File: src/rtl/core/bgj_ram.sv
// Generic simple dual-port RAM: one write port, one read port with registered data.
// Standalone; depends on nothing.
`timescale 1ns / 1ps

module bgj_ram #(
  parameter int Width = 2,
  parameter int Depth = 16
) (
  input  logic                     clk_i,
  input  logic                     we_i,
  input  logic [$clog2(Depth)-1:0] waddr_i,
  input  logic [Width-1:0]         wdata_i,
  input  logic                     re_i,
  input  logic [$clog2(Depth)-1:0] raddr_i,
  output logic [Width-1:0]         rdata_o
);

  logic [Width-1:0] mem_q [Depth];
  logic [Width-1:0] rdata_q;

  always_ff @(posedge clk_i) begin
    if (we_i) begin
      mem_q[waddr_i] <= wdata_i;
    end
    if (re_i) begin
      rdata_q <= mem_q[raddr_i];
    end
  end

  assign rdata_o = rdata_q;

endmodule
File: config.mk
export PLATFORM = sky130hd
export DESIGN_NAME = bgj_ram
export DESIGN_NICKNAME = d
export VERILOG_FILES = /design/src/rtl/core/bgj_ram.sv
export SDC_FILE = /design/constraint.sdc
export NUM_CORES = 1
export LEC_CHECK = 0
export BUFFER_PORTS_ARGS = -buffer_cell sky130_fd_sc_hd__buf_2
export CORE_ASPECT_RATIO = 0.75
export CORE_MARGIN = 1
export CORE_UTILIZATION = 53
export CTS_CLUSTER_SIZE = 24
export DETAILED_ROUTE_END_ITERATION = 8
export PLACE_DENSITY = 0.8
export SKIP_CTS_REPAIR_TIMING = 1
export SLEW_MARGIN = 10
export SYNTH_ARGS = -nofsm -noshare
export SYNTH_HDL_FRONTEND = slang
export SYNTH_SLANG_ARGS = --single-unit
File: constraint.sdc
create_clock -name clk_i -period 2 [get_ports clk_i]
set_input_delay 0.1 -clock clk_i [delete_from_list [all_inputs] [get_ports clk_i]]
set_output_delay 0.1 -clock clk_i [all_outputs]
set_load 0.01 [all_outputs]
Yosys cells after proc, flatten, opt, wreduce, memory -nomap -nowiden
Memory sizes are Yosys's and may differ from the RTL's. A register that Yosys moved wholly into a read port is not among the register bits. Index checks and enable logic that the tools add are counted.

Multiplexer cells: 2.

Operator list (count): two-way mux 1 bit (2).

Register bits: 0. Memory bits (writable): 32. Output and inout port bits: 2. Logic and storage cells: 3. Memories kept: 1.

Memory list: mem_q (depth 16, bits a word 2, rd ports 1, clocked after memory_dff 1, wr ports 1, line 18) `logic [Width-1:0] mem_q [Depth];`.

Logic depth before layout (Yosys ltp)
Gate-level depths: netlist of run 1.

Depth after elaboration: 2. Depth in mapped cells: 4.

Worst setup path after synthesis of run 1
Ideal clock, no wire load.

Path kind: flip-flop to flip-flop. Start point: memory mem_q[3][1]. End point: register rdata_q[1] (netlist: rdata_o[1]) (read register of mem_q) (data pin). Data arrival time: 1043 ps. Required time: 1739 ps. Slack: 695 ps. Cell stages (with the launch flop): 4. Period minus slack after synthesis: 1305 ps. Path through: edfxtp_1 > mux4_2 > a22oi_1 > nand3_1.

RTL lines: from (decl) (line 18); to (decl) (line 19) `logic [Width-1:0] rdata_q;`.

==> results of run 1 <==
sequential cells by signal, indices dropped and copies added (netlist names):
signal and count:
mem_q 32, rdata_o 2
tightest hold or removal path, stage by stage:
cell and delay, ns:
buf_2 0.12, nand3_1 0.07, nand3_1 0.08
power groups by stage:
stage / logic (W) / registers (W) / clock network [W]
after CTS: 0.0000854 / 0.000806 / 0.000364
after detailed placement: 0.0000857 / 0.000823 / 0
final: 0.0000859 / 0.000806 / 0.000359
after global placement: 0.0000821 / 0.000822 / 0
after global routing: 0.0000956 / 0.000808 / 0.000393
after floorplan: 0.0000470 / 0.000822 / 0
Yosys cell counts (all sizes together):
cell type | count | area share (%)
nand3 | 5 | 1.8
edfxtp | 34 | 73
buf | 1 | 0.80
nor3 | 4 | 1.4
nand3b | 2 | 1.1
mux4 | 8 | 14
a22oi | 2 | 1.1
nor2 | 13 | 3.5
or3b | 1 | 0.63
clkbuf | 1 | 0.27
nor2b | 2 | 0.89
nand2 | 3 | 0.80
nand2b | 2 | 0.89
layout by cell type (no fill, tap or decap):
cell / n
mux4_1: 4
nor2b_1: 2
nor2_1: 13
edfxtp_1: 34
nand3b_1: 2
mux4_2: 4
clkinvlp_4: 1
clkinv_2: 1
a22oi_1: 2
nand2b_1: 2
dlygate4sd3_1: 1
clkbuf_4: 5
or3b_2: 1
nand2_1: 3
nor3_1: 4
buf_2: 14
nand3_1: 5
clkinv_1: 1
final timing paths:
check,endpoint,slack (ns),start,depth (start not counted)
setup / recovery,rdata_o[1]$_DFFE_PP_,0.57,mem_q[2][1]$_DFFE_PP_,3
hold / removal,rdata_o[0]$_DFFE_PP_,0.14,raddr_i[2],3
setup reg to reg,rdata_o[1]$_DFFE_PP_,0.57,mem_q[2][1]$_DFFE_PP_,3
hold reg to reg,rdata_o[0]$_DFFE_PP_,0.77,mem_q[11][0]$_DFFE_PP_,3
area by class of cell:
cell class	instances	area, µm²
tap	34	42.5
multi-input combinational	42	364
fill	192	841
sequential	34	1020
clock inverter	3	16.3
clock buffer	5	37.5
timing repair buffer	15	80.1
per-stage QoR:
step	utilization, %	hold slack (ns)	cell area (µm²)	power, W
6_report	65.0	0.137	1560	0.00125
5_1_grt	65.0	0.148	1560	0.00130
4_1_cts	64.6	-0.00678	1550	0.00126
3_5_place_dp	62.3	0.340	1500	0.000908
3_3_place_gp	62.3	0.322	1500	0.000904
2_1_floorplan	-	0.199	1400	0.000869
kinds of logic after synthesis:
logic type	after synthesis	share of synthesized area [%]
mux	8	13.9
flops	34	72.9
buf+inv	2	1.07
compound gates	2	1.07
simple gates	32	11.0
routing by layer:
metal,track usage [%],vias to the layer above,wire [µm]
li1,-,355,-
met1,28.8,382,1140
met2,30.9,29,1130
met3,6.74,6,138
met4,11.1,0,38
met5,0,-,0
==> reports/qor.txt, run 1 <==
Status = finished, final reports clean
Syn_area_per_cell = 17.9 µm²
# diodes = 0
Cell count after synthesis = 78
Least-Margin Pin Slew = 0.363 ns
Syn_nets = 91
Core ar. = 2400 µm²
Root Buffer = clkbuf_4
H-tree Lvls = 2
Avg WL per Cell = 18.4 µm
DP HPWL = 1810 µm
Synth-to-Final Area Change = 11.5%
IO Port Bufs = 14
First-pass GRT wire length = 3720 µm
Top-Level Pins = 15
Sequential-to-total area share from yosys stat = 72.9%
Vias in the first global route = 745
Clk slew on worst S/H paths = 0.10 ns
Clk_lat worst skew = 0.33 ns
Dpl ws = 0.568 ns
Die X = 61.4 µm
Final Critical Period = 1.43 ns
Internal Power = 0.000970 W
Switching Fraction = 22.4%
Sequential share of power = 64.4%
Number of CTS-inserted buffers = 5
CP Capture Type = flip-flop
Class of the worst hold path = in2reg
Worst-path cell chain = mux4_2 > a22oi_1 > nand3_1
CTS tree = yes
Slowest stage cell, crit path = mux4_2
Area of the die = 2850 µm²
Worst path top cell family by delay = multiplexers
Leak = 0.519 nW
Syn Std Cell Area = 1400 µm²
Post-DRT Antenna Nets = 0
Max incr delay on CP = 0.48 ns
Critical path arrival = 1.52 ns
Share of layout cells above drive strength 1 = 26.3%
Worst VDD drop = 410 µV
Tcrit/Tclk final = 71.3%
Via-to-Cell Ratio = 5.80
Drt pass-1 iters = 5
Critical path fanouts, max = 1
Clock sink count = 34
# rows = 15
Placed cells = 124
Clock tree buffer depth = 2
Crit path buffers/inverters = 0
Routed wire length = 2450 µm
Antenna violations before repair = 0
Fmax = 701 MHz
Final Setup Violations = 0
Non-Filler Instances = 133
Number of library cell types mapped by synthesis = 14
Setup ws final = 0.573 ns
Crit path kind = reg2reg
Die Height = 46.5 µm
Iteration-0 DRC count of the detailed router = 52
Total number of yosys warnings = 0
Final Skew = 0.00203 ns
RSZ-0062 raised after global routing = false
Max-Cap Viols = 0
Via count = 772
Starting Density = 58.3%
Clock power frac = 28.7%
Global route total overflow = 0
Crit path launch type = flip-flop
Remaining DRCs = 0
Final slew viol count = 0
Slew HR = 75.6%
Nets@finish = 111
Final Hold Viols = 0
Power per Cell Area = 801 nW/µm²
Combinational share of power = 6.9%
Worst Path Required = 2.09 ns
Largest net degree at the start of global routing = 17
Setup TNS = 0 ns
NetSw = 0.000281 W
Seq cells post-synth = 34
Gp weighted congestion = 0.819
GRT Total Usage = 21.2%
Note: power is estimated with default switching activity, not from simulation.
==> run 2, diff against run 1 <==
Clock period 2 ns to 1.4 ns, I/O delays scaled along.
==> reports/qor.txt, run 2 (synthesized netlist as in run 1, its figures left out) <==
Status = finished, final reports clean
Largest net degree at the start of global routing = 17
CP Capture Type = flip-flop
Final Critical Period = 1.35 ns
Worst-path cell chain = mux4_2 > a22oi_2 > nand3_1
Starting Density = 58.3%
Iteration-0 DRC count of the detailed router = 64
H-tree Lvls = 2
Critical path fanouts, max = 1
R2r setup slk = 0.05 ns
GRT Total Usage = 20.0%
Worst Path Required = 1.49 ns
Commonest non-fill, non-tap cell in the layout = edfxtp_1
Reg2Reg Depth = 3
Die Height = 46.5 µm
Leak = 0.526 nW
Via count = 783
Via-to-Cell Ratio = 5.84
CTS tree = yes
Remaining DRCs = 0
Clk slew on worst S/H paths = 0.10 ns
WL met1 = 1140 µm
Die X = 61.4 µm
Reg with most FFs = mem_q
Core ar. = 2400 µm²
Synth-to-Final Area Change = 12.5%
Worst VDD drop = 757 µV
Placed cells = 125
Slowest stage cell, crit path = mux4_2
Avg WL per Cell = 17.6 µm
Wire length on met2 = 1080 µm
Max reg flops = 32
Final core utilization = 65.6%
# rows = 15
First-pass GRT wire length = 3690 µm
# fillers = 170
Final slew viol count = 0
Clk_lat worst skew = 0.32 ns
Root Buffer = clkbuf_4
# diodes = 0
Top-Level Pins = 15
Antenna violations before repair = 0
DP HPWL = 1690 µm
Routed wire length = 2360 µm
Least-Margin Pin Slew = 0.327 ns
Worst reg2reg path startpoint = mem_q[3][0]$_DFFE_PP_
Max layer used = met4
Multi-input gate area = 374 µm²
RSZ-0062 raised after global routing = true
Post-DRT Antenna Nets = 0
Most frequent cells in the layout = edfxtp_1 (34), buf_2 (14), nor2_1 (13)
Clock sink count = 34
Class of the worst hold path = in2reg
Max incr delay on CP = 0.48 ns
Crit path launch type = flip-flop
Number of CTS-inserted buffers = 5
Worst R2R End = rdata_o[0]$_DFFE_PP_
Slew HR = 78.0%
Non-Filler Instances = 134
Drt pass-1 iters = 4
IO Port Bufs = 14
Share of layout cells above drive strength 1 = 28.0%
Global route total overflow = 0
Area of the die = 2850 µm²
Final Skew = 0.00456 ns
Critical path arrival = 1.44 ns
Final Setup Violations = 0
Crit path launch = mem_q[3][0]$_DFFE_PP_
Met3 wire length = 133 µm
Crit path kind = reg2reg
Register Area = 1020 µm²
Max-Cap Viols = 0
Nets@finish = 112
Worst Setup EP = rdata_o[0]$_DFFE_PP_
Total power = 0.00177 W
Hold WS = 0.104 ns
Power per Cell Area = 1130 nW/µm²
Clock tree buffer depth = 2
Tcrit/Tclk final = 96.7%
Final Hold Viols = 0
Gp weighted congestion = 0.799
Fmax = 739 MHz
Vias in the first global route = 788
run 2: changes by cell type in the layout (fill, tap and decap cells not counted), sizes merged:
cell,delta
buf,+1
clkinvlp,-1
clkbuf,+1
run 2: layout make-up:
| class | instances | area share, % |
|---|---|---|
| Clock buffer | 6 | 2.62 |
| Clock inverter | 2 | 0.556 |
| Multi-Input combinational cell | 42 | 23.7 |
| Sequential cell | 34 | 64.8 |
| Tap cell | 34 | 2.70 |
| Timing Repair Buffer | 16 | 5.56 |
run 2: worst min-delay path by stage:
stage | from | end | slack (ns) | cells after the start
6_report | raddr_i[2] | rdata_o[1]$_DFFE_PP_ | 0.10 | 3
2_1_floorplan | wdata_i[0] | mem_q[0][0]$_DFFE_PP_ | 0.17 | 0
4_1_cts | re_i | rdata_o[1]$_DFFE_PP_ | -0.06 | 1
5_1_grt | wdata_i[0] | mem_q[11][0]$_DFFE_PP_ | 0.12 | 1
3_5_place_dp | re_i | rdata_o[1]$_DFFE_PP_ | 0.29 | 1
3_3_place_gp | re_i | rdata_o[0]$_DFFE_PP_ | 0.29 | 1
run 2: critical path, delay by kind of cell, from the launching register on:
family	cells	cell delay, ns
AND/OR/NAND/NOR	1	0.09
flip-flops	1	0.37
multiplexers	1	0.48
AO/OA/AOI/OAI	1	0.17
run 2: routing by layer:
| metal | global-route usage (%) | up-vias |
|---|---|---|
| met2 | 28.7 | 39 |
| met4 | 7.56 | 0 |
| li1 | - | 354 |
| met5 | 0 | - |
| met1 | 27.9 | 388 |
| met3 | 7.87 | 2 |
run 2: report_power, final:
part	switching, W	internal [W]	total, W
combinational	0.0000722	0.0000570	0.000129
sequential	0.00000609	0.00114	0.00115
clock	0.000304	0.000188	0.000492
run 2: metrics by stage:
step	setup slack (ns)	setup TNS (ns)	cell area, µm²
floorplan	0.0951	0	1400
global placement	0.0444	0	1510
detailed placement	-0.00929	-0.00929	1510
CTS	0.00589	0	1560
global route	-0.00983	-0.00983	1580
finish	0.0463	0	1580
==> run 3, diff against run 2 <==
Settings changed: CTS_CLUSTER_DIAMETER from default to 120, REMOVE_ABC_BUFFERS from default to 1.
Clock period 1.4 ns to 1.33 ns, I/O delays scaled along.
==> reports/qor.txt, run 3 (synthesized netlist as in run 1, its figures left out) <==
Root Buffer = clkbuf_4
Worst Path Required = 1.42 ns
Synth-to-Final Area Change = 14.1%
First-pass GRT wire length = 3620 µm
GRT Total Usage = 19.9%
Worst VDD drop = 657 µV
Combinational share of power = 6.4%
Starting Density = 58.3%
Status = finished, violations left
Fmax = 730 MHz
Final core utilization = 66.5%
Vias in the first global route = 719
Crit path buffers/inverters = 0
CP Capture Type = flip-flop
# diodes = 0
Switching Fraction = 19.8%
Avg WL per Cell = 16.9 µm
Number of CTS-inserted buffers = 5
# rows = 15
Worst path top cell family by delay = multiplexers
Via count = 748
Critical path arrival = 1.46 ns
Most frequent cells in the layout = edfxtp_1 (34), buf_2 (14), nor2_1 (13)
Via-to-Cell Ratio = 5.58
Tcrit/Tclk final = 103%
Setup ws final = -0.0391 ns
Die X = 61.4 µm
Commonest non-fill, non-tap cell in the layout = edfxtp_1
Clock tree buffer depth = 2
Final Setup Violations = 2
Placed cells = 125
Drt pass-1 iters = 4
Reg with most FFs = mem_q
Max-Cap Viols = 0
# fillers = 193
H-tree Lvls = 2
Share of layout cells above drive strength 1 = 29.0%
Failing checks = negative setup slack
Final Critical Period = 1.37 ns
Least-Margin Pin Slew = 0.355 ns
Iteration-0 DRC count of the detailed router = 51
Setup TNS = -0.0714 ns
Clock power frac = 34.8%
Clock sink count = 34
Max reg flops = 32
Nets@finish = 112
Final Skew = 0.00862 ns
Core ar. = 2400 µm²
Max incr delay on CP = 0.49 ns
Internal Power = 0.00165 W
Clk slew on worst S/H paths = 0.10 ns
Largest net degree at the start of global routing = 17
Slowest stage cell, crit path = mux4_2
Sequential share of power = 58.8%
Register Area = 1020 µm²
IO Port Bufs = 14
Clk_lat worst skew = 0.33 ns
Critical path fanouts, max = 1
Antenna violations before repair = 0
Gp weighted congestion = 0.757
Crit path launch type = flip-flop
Die Height = 46.5 µm
Top-Level Pins = 15
Crit path kind = reg2reg
Class of the worst hold path = in2reg
RSZ-0062 raised after global routing = true
Final Hold Viols = 0
Power per Cell Area = 1290 nW/µm²
Remaining DRCs = 0
NetSw = 0.000408 W
Routed wire length = 2270 µm
CTS tree = yes
Final slew viol count = 0
R2r setup slk = -0.04 ns
Global route total overflow = 0
Slew HR = 76.2%
Multi-input gate area = 369 µm²
Post-DRT Antenna Nets = 0
Non-Filler Instances = 134
Worst-path cell chain = mux4_2 > a22oi_1 > nand3_1
Leak = 0.541 nW
DP HPWL = 1660 µm
Area of the die = 2850 µm²
run 3: power by group through the flow:
stage	Clock [W]	Sequential, W	Combinational, W
6_report	0.000717	0.00121	0.000132
3_3_place_gp	0	0.00124	0.000124
5_1_grt	0.000783	0.00121	0.000146
2_1_floorplan	0	0.00124	0.0000600
3_5_place_dp	0	0.00124	0.000128
4_1_cts	0.000728	0.00121	0.000129
run 3: layout make-up:
| class | count | share of cell area, % |
|---|---|---|
| Tap cell | 34 | 2.66 |
| Timing Repair Buffer | 16 | 5.48 |
| Multi-Input combinational cell | 42 | 23.1 |
| Clock inverter | 3 | 2.51 |
| Sequential cell | 34 | 63.9 |
| Clock buffer | 5 | 2.35 |
run 3: worst reg2reg max path, stage by stage (launching register included):
cell,delay (ns)
edfxtp_1,0.41
mux4_2,0.49
a22oi_1,0.15
nand3_1,0.09
run 3: final timing paths:
check | start | depth (start not counted) | endpoint
setup / recovery | mem_q[6][1]$_DFFE_PP_ | 3 | rdata_o[1]$_DFFE_PP_
setup reg to reg | mem_q[6][1]$_DFFE_PP_ | 3 | rdata_o[1]$_DFFE_PP_
hold reg to reg | mem_q[11][1]$_DFFE_PP_ | 3 | rdata_o[1]$_DFFE_PP_
hold / removal | raddr_i[2] | 3 | rdata_o[0]$_DFFE_PP_
run 3: per-stage QoR:
step | setup slack [ns] | instance area (µm²) | total power [W] | hold WS (ns)
after floorplan | 0.0251 | 1390 | 0.00130 | 0.165
final | -0.0391 | 1600 | 0.00206 | 0.0939
after CTS | -0.0626 | 1580 | 0.00207 | -0.0477
after global placement | -0.0304 | 1510 | 0.00136 | 0.287
after global routing | -0.0950 | 1600 | 0.00214 | 0.107
after detailed placement | -0.0753 | 1510 | 0.00136 | 0.297
run 3: routing by layer:
metal,global-route usage [%],up-vias,wire length (µm)
li1,-,353,-
met1,27.4,361,1030
met2,29.3,29,1030
met3,7.87,5,173
met4,6.67,0,29
met5,0,-,0
